==> src/rtl/olst_pkg.sv <==
// shared types and constants of the ordered list store
`default_nettype none

package olst_pkg;

  // default list capacity and fixed field widths
  localparam int unsigned LIST_DEPTH_DEF = 32;
  localparam int unsigned CNT_W          = 6;
  localparam int unsigned ACT_W          = 3;
  localparam int unsigned VAL_W          = 32;
  localparam int unsigned POS_W          = 8;
  localparam int unsigned ST_W           = 2;

  // request codes
  typedef enum logic [ACT_W-1:0] {
    ACT_APPEND    = 3'd0,
    ACT_DUMP      = 3'd1,
    ACT_DEL_FIRST = 3'd2,
    ACT_DEL_LAST  = 3'd3,
    ACT_DEL_AT    = 3'd4
  } action_e;

  // response status codes
  typedef enum logic [ST_W-1:0] {
    ST_OK        = 2'd0,
    ST_EMPTY     = 2'd1,
    ST_BAD_INDEX = 2'd2,
    ST_FULL      = 2'd3
  } status_e;

  // one response item
  typedef struct packed {
    status_e                   status;
    logic signed [VAL_W-1:0]   value;
    logic                      final_flag;
  } result_t;

endpackage

`default_nettype wire

==> src/rtl/olst_if.sv <==
// request and response channel interfaces of the ordered list store
`default_nettype none

interface olst_req_if;
  logic                                 valid;
  logic                                 ready;
  logic [olst_pkg::ACT_W-1:0]           action;
  logic signed [olst_pkg::VAL_W-1:0]    item_value;
  logic signed [olst_pkg::POS_W-1:0]    position;

  modport source (output valid, action, item_value, position, input ready);
  modport sink   (input valid, action, item_value, position, output ready);
endinterface

interface olst_rsp_if;
  logic                                 valid;
  logic                                 ready;
  logic [olst_pkg::ST_W-1:0]            status;
  logic signed [olst_pkg::VAL_W-1:0]    result_value;
  logic                                 final_flag;

  modport source (output valid, status, result_value, final_flag, input ready);
  modport sink   (input valid, status, result_value, final_flag, output ready);
endinterface

`default_nettype wire

==> src/rtl/olst_ram.sv <==
// generic single-port-write, single-port-read ram with registered read data
`default_nettype none

module olst_ram #(
  parameter int unsigned WIDTH = 32,
  parameter int unsigned DEPTH = 32
) (
  input  wire logic                     clk_i,
  input  wire logic                     we_i,
  input  wire logic [$clog2(DEPTH)-1:0] waddr_i,
  input  wire logic [WIDTH-1:0]         wdata_i,
  input  wire logic                     re_i,
  input  wire logic [$clog2(DEPTH)-1:0] raddr_i,
  output logic      [WIDTH-1:0]         rdata_o
);

  logic [WIDTH-1:0] mem_q [DEPTH];

  // write port
  always_ff @(posedge clk_i) begin
    if (we_i) begin
      mem_q[waddr_i] <= wdata_i;
    end
  end

  // registered read port
  always_ff @(posedge clk_i) begin
    if (re_i) begin
      rdata_o <= mem_q[raddr_i];
    end
  end

endmodule

`default_nettype wire

==> src/rtl/ordered_list_store_with_indexed_delete_unit.sv <==
// top level of the ordered list store with indexed delete
//
//   channel  dir  payload                              transfer when
//   req_i    in   action, item_value, position         req_i.valid && req_i.ready
//   rsp_o    out  status, result_value, final_flag     rsp_o.valid && rsp_o.ready
//
// append, delete first on a one-element list, delete last and every error finish on
// acceptance; the result leaves through a pending slot and the output register.
// dump gives one element per cycle from the element ram while rsp_o is ready, count elements in all.
// delete first / at index shifts the tail down one entry per cycle through the ram
// read port, count - index - 1 entries once the request is accepted.
// reset clears the state, count, index, pending and output valid flags; the ram is never cleared and needs no pass.
// back-pressure on rsp_o stalls a dump in place; other requests wait in the pending slot.
`default_nettype none

module ordered_list_store_with_indexed_delete_unit #(
  parameter int unsigned LIST_DEPTH = olst_pkg::LIST_DEPTH_DEF
) (
  input  wire logic   clk_i,
  input  wire logic   rst_ni,
  olst_req_if.sink    req_i,
  olst_rsp_if.source  rsp_o
);

  localparam int unsigned AW    = $clog2(LIST_DEPTH);
  localparam int unsigned CNT_W = olst_pkg::CNT_W;
  localparam int unsigned VAL_W = olst_pkg::VAL_W;

  localparam logic [1:0] S_IDLE  = 2'd0;
  localparam logic [1:0] S_DUMP  = 2'd1;
  localparam logic [1:0] S_SHIFT = 2'd2;

  localparam logic [CNT_W-1:0] DEPTH_CNT = CNT_W'(LIST_DEPTH);
  localparam logic [CNT_W-1:0] ONE       = CNT_W'(1);
  localparam logic [CNT_W-1:0] TWO       = CNT_W'(2);

  logic [1:0]              state_q, state_d;
  logic [CNT_W-1:0]        cnt_q, cnt_d;
  logic [CNT_W-1:0]        idx_q, idx_d;
  logic                    pend_q, pend_d;
  olst_pkg::result_t       pend_res_q, pend_res_d;
  logic                    out_valid_q, out_valid_d;
  olst_pkg::result_t       out_res_q, out_res_d;

  logic                    ram_we;
  logic [AW-1:0]           ram_waddr;
  logic [VAL_W-1:0]        ram_wdata;
  logic                    ram_re;
  logic [AW-1:0]           ram_raddr;
  logic [VAL_W-1:0]        ram_rdata;

  logic                    req_fire;
  logic                    out_free;
  logic                    list_empty;
  logic [CNT_W-1:0]        cnt_m1;
  logic                    pos_ok;
  logic [CNT_W-1:0]        rm_start;
  logic [CNT_W-1:0]        rm_next;
  logic [CNT_W-1:0]        idx_p1;
  logic [CNT_W-1:0]        idx_p2;
  logic                    idx_last;
  logic                    dump_emit;

  // element storage
  olst_ram #(
    .WIDTH (VAL_W),
    .DEPTH (LIST_DEPTH)
  ) u_store (
    .clk_i   (clk_i),
    .we_i    (ram_we),
    .waddr_i (ram_waddr),
    .wdata_i (ram_wdata),
    .re_i    (ram_re),
    .raddr_i (ram_raddr),
    .rdata_o (ram_rdata)
  );

  // handshake and helper terms
  assign req_i.ready = (state_q == S_IDLE) && !pend_q;
  assign req_fire    = req_i.valid && req_i.ready;
  assign out_free    = !out_valid_q || rsp_o.ready;
  assign list_empty  = (cnt_q == '0);
  assign cnt_m1      = cnt_q - ONE;
  assign pos_ok      = !req_i.position[olst_pkg::POS_W-1]
                       && (req_i.position[olst_pkg::POS_W-2:0] < 7'(cnt_q));
  assign rm_start    = (olst_pkg::action_e'(req_i.action) == olst_pkg::ACT_DEL_AT)
                       ? req_i.position[CNT_W-1:0] : '0;
  assign rm_next     = rm_start + ONE;
  assign idx_p1      = idx_q + ONE;
  assign idx_p2      = idx_q + TWO;
  assign idx_last    = (idx_q == cnt_m1);
  assign dump_emit   = (state_q == S_DUMP) && out_free;

  // sequencer, list update and response staging
  always_comb begin
    state_d     = state_q;
    cnt_d       = cnt_q;
    idx_d       = idx_q;
    pend_d      = pend_q;
    pend_res_d  = pend_res_q;
    out_valid_d = out_valid_q;
    out_res_d   = out_res_q;
    ram_we      = 1'b0;
    ram_waddr   = '0;
    ram_wdata   = req_i.item_value;
    ram_re      = 1'b0;
    ram_raddr   = '0;

    // output register drains and refills from the pending slot
    if (out_free) begin
      out_valid_d = 1'b0;
      if (pend_q) begin
        out_valid_d = 1'b1;
        out_res_d   = pend_res_q;
        pend_d      = 1'b0;
      end
    end

    unique case (state_q)
      S_IDLE: begin
        if (req_fire) begin
          pend_res_d.value      = '0;
          pend_res_d.final_flag = 1'b1;
          pend_res_d.status     = olst_pkg::ST_OK;
          unique case (olst_pkg::action_e'(req_i.action))
            olst_pkg::ACT_APPEND: begin
              pend_d = 1'b1;
              if (cnt_q >= DEPTH_CNT) begin
                pend_res_d.status = olst_pkg::ST_FULL;
              end else begin
                ram_we    = 1'b1;
                ram_waddr = cnt_q[AW-1:0];
                cnt_d     = cnt_q + ONE;
              end
            end
            olst_pkg::ACT_DUMP: begin
              if (list_empty) begin
                pend_d            = 1'b1;
                pend_res_d.status = olst_pkg::ST_EMPTY;
              end else begin
                ram_re    = 1'b1;
                ram_raddr = '0;
                idx_d     = '0;
                state_d   = S_DUMP;
              end
            end
            olst_pkg::ACT_DEL_LAST: begin
              pend_d = 1'b1;
              if (list_empty) begin
                pend_res_d.status = olst_pkg::ST_EMPTY;
              end else begin
                cnt_d = cnt_m1;
              end
            end
            olst_pkg::ACT_DEL_FIRST, olst_pkg::ACT_DEL_AT: begin
              if (list_empty) begin
                pend_d            = 1'b1;
                pend_res_d.status = olst_pkg::ST_EMPTY;
              end else if ((olst_pkg::action_e'(req_i.action) == olst_pkg::ACT_DEL_AT)
                           && !pos_ok) begin
                pend_d            = 1'b1;
                pend_res_d.status = olst_pkg::ST_BAD_INDEX;
                pend_res_d.value  = {{(VAL_W-CNT_W){1'b0}}, cnt_m1};
              end else begin
                cnt_d = cnt_m1;
                if (rm_start == cnt_m1) begin
                  // removing the tail element, nothing to move
                  pend_d = 1'b1;
                end else begin
                  ram_re    = 1'b1;
                  ram_raddr = rm_next[AW-1:0];
                  idx_d     = rm_start;
                  state_d   = S_SHIFT;
                end
              end
            end
            default: begin
              // unknown request: no response, no change
            end
          endcase
        end
      end

      S_DUMP: begin
        if (out_free) begin
          out_valid_d          = 1'b1;
          out_res_d.status     = olst_pkg::ST_OK;
          out_res_d.value      = ram_rdata;
          out_res_d.final_flag = idx_last;
          if (idx_last) begin
            state_d = S_IDLE;
          end else begin
            idx_d     = idx_p1;
            ram_re    = 1'b1;
            ram_raddr = idx_p1[AW-1:0];
          end
        end else begin
          // hold the read of the current element while stalled
          ram_re    = 1'b1;
          ram_raddr = idx_q[AW-1:0];
        end
      end

      S_SHIFT: begin
        // move the element above down by one; count is already decremented
        ram_we    = 1'b1;
        ram_waddr = idx_q[AW-1:0];
        ram_wdata = ram_rdata;
        if (idx_last) begin
          pend_d                = 1'b1;
          pend_res_d.status     = olst_pkg::ST_OK;
          pend_res_d.value      = '0;
          pend_res_d.final_flag = 1'b1;
          state_d               = S_IDLE;
        end else begin
          idx_d     = idx_p1;
          ram_re    = 1'b1;
          ram_raddr = idx_p2[AW-1:0];
        end
      end

      default: begin
        state_d = S_IDLE;
      end
    endcase
  end

  // control registers
  always_ff @(posedge clk_i or negedge rst_ni) begin
    if (!rst_ni) begin
      state_q     <= S_IDLE;
      cnt_q       <= '0;
      idx_q       <= '0;
      pend_q      <= 1'b0;
      out_valid_q <= 1'b0;
    end else begin
      state_q     <= state_d;
      cnt_q       <= cnt_d;
      idx_q       <= idx_d;
      pend_q      <= pend_d;
      out_valid_q <= out_valid_d;
    end
  end

  // result payload registers
  always_ff @(posedge clk_i) begin
    pend_res_q <= pend_res_d;
    out_res_q  <= out_res_d;
  end

  // response port
  assign rsp_o.valid        = out_valid_q;
  assign rsp_o.status       = out_res_q.status;
  assign rsp_o.result_value = out_res_q.value;
  assign rsp_o.final_flag   = out_res_q.final_flag;

`ifndef ASSERT_OFF
  // the element count never passes the capacity
  assert property (@(posedge clk_i) disable iff (!rst_ni)
    cnt_q <= DEPTH_CNT)
    else $error("element count above capacity");

  // a shift never writes at or beyond the live part of the list
  assert property (@(posedge clk_i) disable iff (!rst_ni)
    (state_q == S_SHIFT) |-> (idx_q < cnt_q))
    else $error("shift write outside the list");

  // the last dump element returns the sequencer to idle
  assert property (@(posedge clk_i) disable iff (!rst_ni)
    (dump_emit && idx_last) |=> (state_q == S_IDLE) && rsp_o.valid && rsp_o.final_flag)
    else $error("dump did not finish on its last element");

  // a dump never starts or runs with a result left in the pending slot
  assert property (@(posedge clk_i) disable iff (!rst_ni)
    (state_q == S_DUMP) |-> !pend_q)
    else $error("pending result during dump");
`endif

endmodule

`default_nettype wire
==> src/flat_wrapper.sv <==
// flat-port wrapper written by rule: the top's interface ports become plain ports
module ordered_list_store_with_indexed_delete_unit_flat 
#(
  parameter int unsigned LIST_DEPTH = olst_pkg::LIST_DEPTH_DEF
)
  (clk_i, rst_ni, req_i_valid, req_i_action, req_i_item_value, req_i_position, req_i_ready, rsp_o_valid, rsp_o_status, rsp_o_result_value, rsp_o_final_flag, rsp_o_ready);
  olst_req_if req_i_i ();
  olst_rsp_if rsp_o_i ();
  input  wire logic clk_i;
  input  wire logic rst_ni;
  input wire logic [$bits(req_i_i.valid)-1:0] req_i_valid;
  input wire logic [$bits(req_i_i.action)-1:0] req_i_action;
  input wire logic [$bits(req_i_i.item_value)-1:0] req_i_item_value;
  input wire logic [$bits(req_i_i.position)-1:0] req_i_position;
  output wire logic [$bits(req_i_i.ready)-1:0] req_i_ready;
  output wire logic [$bits(rsp_o_i.valid)-1:0] rsp_o_valid;
  output wire logic [$bits(rsp_o_i.status)-1:0] rsp_o_status;
  output wire logic [$bits(rsp_o_i.result_value)-1:0] rsp_o_result_value;
  output wire logic [$bits(rsp_o_i.final_flag)-1:0] rsp_o_final_flag;
  input wire logic [$bits(rsp_o_i.ready)-1:0] rsp_o_ready;
  assign req_i_i.valid = req_i_valid;
  assign req_i_i.action = req_i_action;
  assign req_i_i.item_value = req_i_item_value;
  assign req_i_i.position = req_i_position;
  assign req_i_ready = req_i_i.ready;
  assign rsp_o_valid = rsp_o_i.valid;
  assign rsp_o_status = rsp_o_i.status;
  assign rsp_o_result_value = rsp_o_i.result_value;
  assign rsp_o_final_flag = rsp_o_i.final_flag;
  assign rsp_o_i.ready = rsp_o_ready;
  ordered_list_store_with_indexed_delete_unit #(.LIST_DEPTH(LIST_DEPTH)) u_core (.clk_i(clk_i), .rst_ni(rst_ni), .req_i(req_i_i), .rsp_o(rsp_o_i));
endmodule
==> config.mk <==
export PLATFORM = sky130hd
export DESIGN_NAME = ordered_list_store_with_indexed_delete_unit_flat
export DESIGN_NICKNAME = d
export VERILOG_FILES = /design/src/rtl/olst_pkg.sv /design/src/rtl/olst_if.sv /design/src/rtl/olst_ram.sv /design/src/rtl/ordered_list_store_with_indexed_delete_unit.sv /design/src/flat_wrapper.sv
export SDC_FILE = /design/constraint.sdc
export NUM_CORES = 1
export LEC_CHECK = 0
export BUFFER_PORTS_ARGS = -buffer_cell sky130_fd_sc_hd__buf_4
export CORE_ASPECT_RATIO = 1.5
export CORE_MARGIN = 3
export CORE_UTILIZATION = 60
export CTS_CLUSTER_DIAMETER = 50
export DETAILED_ROUTE_END_ITERATION = 16
export PLACE_DENSITY = 0.75
export SYNTH_ARGS = -nofsm -noshare
export SYNTH_HDL_FRONTEND = slang
export SYNTH_SLANG_ARGS = --single-unit
==> constraint.sdc <==
create_clock -name clk_i -period 13.1 [get_ports clk_i]
set_input_delay 2.62 -clock clk_i [delete_from_list [all_inputs] [get_ports clk_i]]
set_output_delay 2.62 -clock clk_i [all_outputs]
set_load 0.05 [all_outputs]
==> Flow_metrics.wiki <==
{| class="wikitable"
! Metric !! Value
|-
| Result of the run || finished clean
|-
| Inst Count DP || 4215
|-
| Clk_lat worst skew || ~0.67 ns
|-
| Max Freq || 0.1224 GHz
|-
| Synth Cell Area || ~0.047 mm²
|-
| Average wire per cell in the routed design || about 32 µm
|-
| Number of buffers added on ports || 83
|-
| Number of sinks driven by the clock tree || 1115
|-
| Most frequent cells in the layout || 1091 x edfxtp_1, 346 x a211oi_1, 210 x o21ai_0
|-
| Number of enable-type register cells in the synthesized netlist || 1091
|-
| Share of final-layout standard cells stronger than drive strength 1 || 0.1196
|-
| Switching Share || 0.4099
|-
| Post-placement worst setup slack || between 4 and 5 ns
|-
| TritonCTS buffer count || 97
|-
| 1st-pass router iterations || 7
|-
| Placement-stage cell area || 0.04847 mm²
|-
| Asr flop ratio synth || 0.01435
|-
| Layout area overhead || 10.78%
|-
| Design Area, Final || 0.05177 mm²
|-
| Proportion of synthesized chip area in sequential cells || 0.7130
|-
| Area enclosed by the die boundary || 0.08134 mm²
|-
| Post-CTS Repair Setup Buffers || 0
|-
| Remaining global-route overflow || 0
|-
| CTS HTree Levels || 3
|-
| Worst endpoint data arrival time || 8.56 ns
|-
| Number of maximum-capacitance violations || 0
|-
| Clock-pin transition on the worst setup and hold timing paths || roughly 0.070 ns
|-
| Worst endpoint required time || about 13 ns
|-
| Slew @ Worst Pin || 1.238 ns
|-
| Total power of the final layout || 13.03 mW
|-
| Post-route core utilization || 0.6754
|-
| Worst-case clock skew || about 0.033 ns
|-
| Leakage component of the power || 16.91 nW
|-
| CTS tree || done
|-
| Number of slew-limit violations in the final report || 0
|-
| Worst min-delay path category || flop to flop
|-
| Min Clock Period, post-route || 8.169 ns
|-
| Starting utilization of the core area || 0.6097
|-
| Instance count of the mapped netlist || 3347
|-
| Relative contribution of combinational cells to total power || 0.410
|-
| Critical-path cell with the highest stage delay || buf_4
|-
| X dimension of the die || roughly 230 µm
|-
| Total wire length || around 140 mm
|-
| Part of the power in registers || 0.362
|-
| Overall routing resource usage || 0.3471
|-
| Most frequently used flop master after synthesis || edfxtp_1
|-
| Worst Slack Setup Final || approximately 4.9 ns
|-
| Capturing element type of the critical path || flop
|-
| Buffer levels on the longest clock path || 3
|-
| Total power density per cell area || 251.7 mW/mm²
|-
| Post-detail-place hpwl || between 70 and 80 mm
|-
| Area of the core region || around 0.077 mm²
|-
| Worst slew slack as a fraction of its limit || 0.1748
|-
| Cell-by-cell listing of the critical path || buf_4 -> ha_1 -> a21o_1 -> a2111oi_0 -> o21ai_1 -> a211oi_4 -> buf_12 -> a21o_4 -> buf_4 -> buf_4 -> a211oi_1 -> a311oi_1 -> a2111oi_0 -> or4b_1
|-
| Synthesized net count || about 3400
|-
| Largest net degree at the start of global routing || 202
|-
| Internal power || approximately 7.7 mW
|-
| Cell occurring most often along the worst timing path || buf_4
|-
| Final Hold Violating Endpoints || 0
|-
| Weighted congestion reported at the end of routability-driven placement || 0.9311
|-
| Vias after detailed routing || about 32000
|-
| Per-cell via count in the routed design || between 7 and 8
|-
| Class of the most critical setup path || input port to flop
|-
| Final period util || 0.6236
|-
| Antenna-violating nets left || 0
|-
| Switching power || 5.342 mW
|-
| Startpoint class of the critical path || input port
|-
| Hold slack || around 0.51 ns
|-
| IR Drop Worst-Case VDD || roughly 0.00030 V
|-
| Post-layout nets || around 3400
|-
| Final setup viols || 0
|-
| Most common cell after layout, fill and taps aside || edfxtp_1
|-
| Number of antenna violations at the first check in global routing || 11
|-
| # resized after CTS || 0
|-
| Quantity of hold-fixing buffers added after cts || 0
|-
| Root buf cell || clkbuf_16
|-
| Yosys reg bits || approximately 1100
|-
| Share of power burned in the clock network || 0.228
|-
| Global-route wire length before repair || around 210 mm
|-
| Violation count after the first detailed-route iteration || 5186
|-
| Final TNS setup || 0 ns
|-
| Non-Filler Instances || about 4400
|-
| Cell variety after synth || between 60 and 70
|-
| Slowest cell delay on critical path || 0.84 ns
|-
| Vias in the first global route || a little over 30000
|-
| Row count || ~120
|-
| Vertical die dimension || 347.8 µm
|-
| RSZ-0062 raised after global routing || false
|-
| Yosys warns || 0
|-
| Largest driver fanout on the critical path || between 100 and 150
|-
| I/O pin total || 84
|-
| Syn_area_per_cell || approximately 14 µm²
|-
| Count of unresolved DRC violations after routing || 0
|}
==> worst max-delay path, delay by kind of cell <==
| family | cells | cell delay (ns) |
|---|---|---|
| AO/OA/AOI/OAI | 8 | 2.58 |
| buffers and inverters | 4 | 2.26 |
| AND/OR/NAND/NOR | 1 | 0.54 |
| adder cells (fa/ha/maj) | 1 | 0.31 |
==> area by class of cell <==
class	count	area (µm²)
fillers	5074	24880
inverters	48	185.2
repair buffers	160	1251
clock buffers	118	2570
well taps	1008	1261
diodes	11	27.53
clock inverters	60	701.9
multi-input cells	1884	12450
flip-flops and latches	1115	33320
==> final timing paths <==
path | start | cells after the start | slack [ns] | end
worst max-delay path | req_i_position[4] | 14 | 4.93 | u_core.u_store.rdata_o[14]
worst min-delay path | u_core.rsp_o.status[0] | 2 | 0.51 | u_core.rsp_o.status[0]
worst max register to register | u_core.cnt_q[0] | 15 | 5.98 | u_core.u_store.rdata_o[14]
worst min register to register | u_core.rsp_o.status[0] | 2 | 0.51 | u_core.rsp_o.status[0]
max in group asynchronous | rst_ni | 1 | 11.06 | u_core.idx_q[5]
min in group asynchronous | rst_ni | 1 | 1.82 | u_core.state_q[0]
==> cells in the mapped netlist, types with 3 or more instances <==
library cell     n  area share
a21oi_1         94       0.010
xnor2_1         19      0.0036
nand2_1        105      0.0084
inv_1           46      0.0037
mux2i_1         37      0.0079
a22o_1          32      0.0060
nand3_1        144       0.015
nor2b_1         13      0.0017
a22oi_1         12      0.0019
a21o_1          37      0.0059
a211oi_1       348       0.056
or3_1           33      0.0044
nor2_1         218       0.018
o31ai_1          4     0.00064
o21ai_0        210       0.022
or4b_1          32      0.0069
nor4b_1         62       0.012
a2111oi_0       33      0.0062
buf_1           16      0.0013
nand4_1          5     0.00067
and2_1           6     0.00080
o2111ai_1       32      0.0060
a31oi_1         40      0.0054
dfxtp_1          8      0.0034
dfrtp_1         16      0.0086
ha_1            14      0.0037
o22ai_1          5     0.00067
edfxtp_1      1091        0.70
a32oi_1          3     0.00056
mux2_2          34      0.0082
buf_2           40      0.0043
and3_1         161       0.022
a311oi_1        31      0.0058
nor3_1          70      0.0075
a221oi_1         3     0.00056
clkbuf_1       243       0.020
or2_2            9      0.0012
==> per-layer routing <==
layer / share of wire / global-route usage / up-vias / routed length (µm)
li1: - / - / 13167 / -
met1: 0.33 / 0.4396 / 15717 / 47480
met2: 0.48 / 0.5492 / 2665 / 67880
met3: 0.13 / 0.08530 / 558 / 18570
met4: 0.062 / 0.1985 / 4 / 8798
met5: 0.00016 / 0 / - / 23
==> flip-flops by register name (all words and copies together), names as in the netlist, named ones only <==
name	flops
u_core.rsp_o.result_value	6
u_core.u_store.mem_q	1024
u_core.idx_q	6
u_core.cnt_q	6
u_core.pend_res_q	8
u_core.pend_q	1
u_core.rsp_o.status	2
u_core.state_q	2
u_core.rsp_o.valid	1
u_core.u_store.rdata_o	32
==> cell families after synthesis <==
| family | synth area share |
|---|---|
| AO/OA/AOI/OAI | 0.1325 |
| XOR/XNOR | 0.004900 |
| adder cells (fa/ha/maj) | 0.003748 |
| buffers and inverters | 0.02905 |
| flip-flops | 0.7130 |
| multiplexers | 0.01684 |
| AND/OR/NAND/NOR | 0.09989 |
==> power groups by stage <==
| stage | logic, mW | registers [mW] | clock network [mW] |
|---|---|---|---|
| 3_3_place_gp | 5.06 | 4.76 | 0 |
| 3_5_place_dp | 5.18 | 4.77 | 0 |
| 2_1_floorplan | 3.33 | 4.80 | 0 |
| 5_1_grt | 5.61 | 4.71 | 3.12 |
| 4_1_cts | 5.20 | 4.69 | 2.97 |
| 6_report | 5.35 | 4.71 | 2.97 |
No activity file was read; power rests on OpenSTA's default activity.
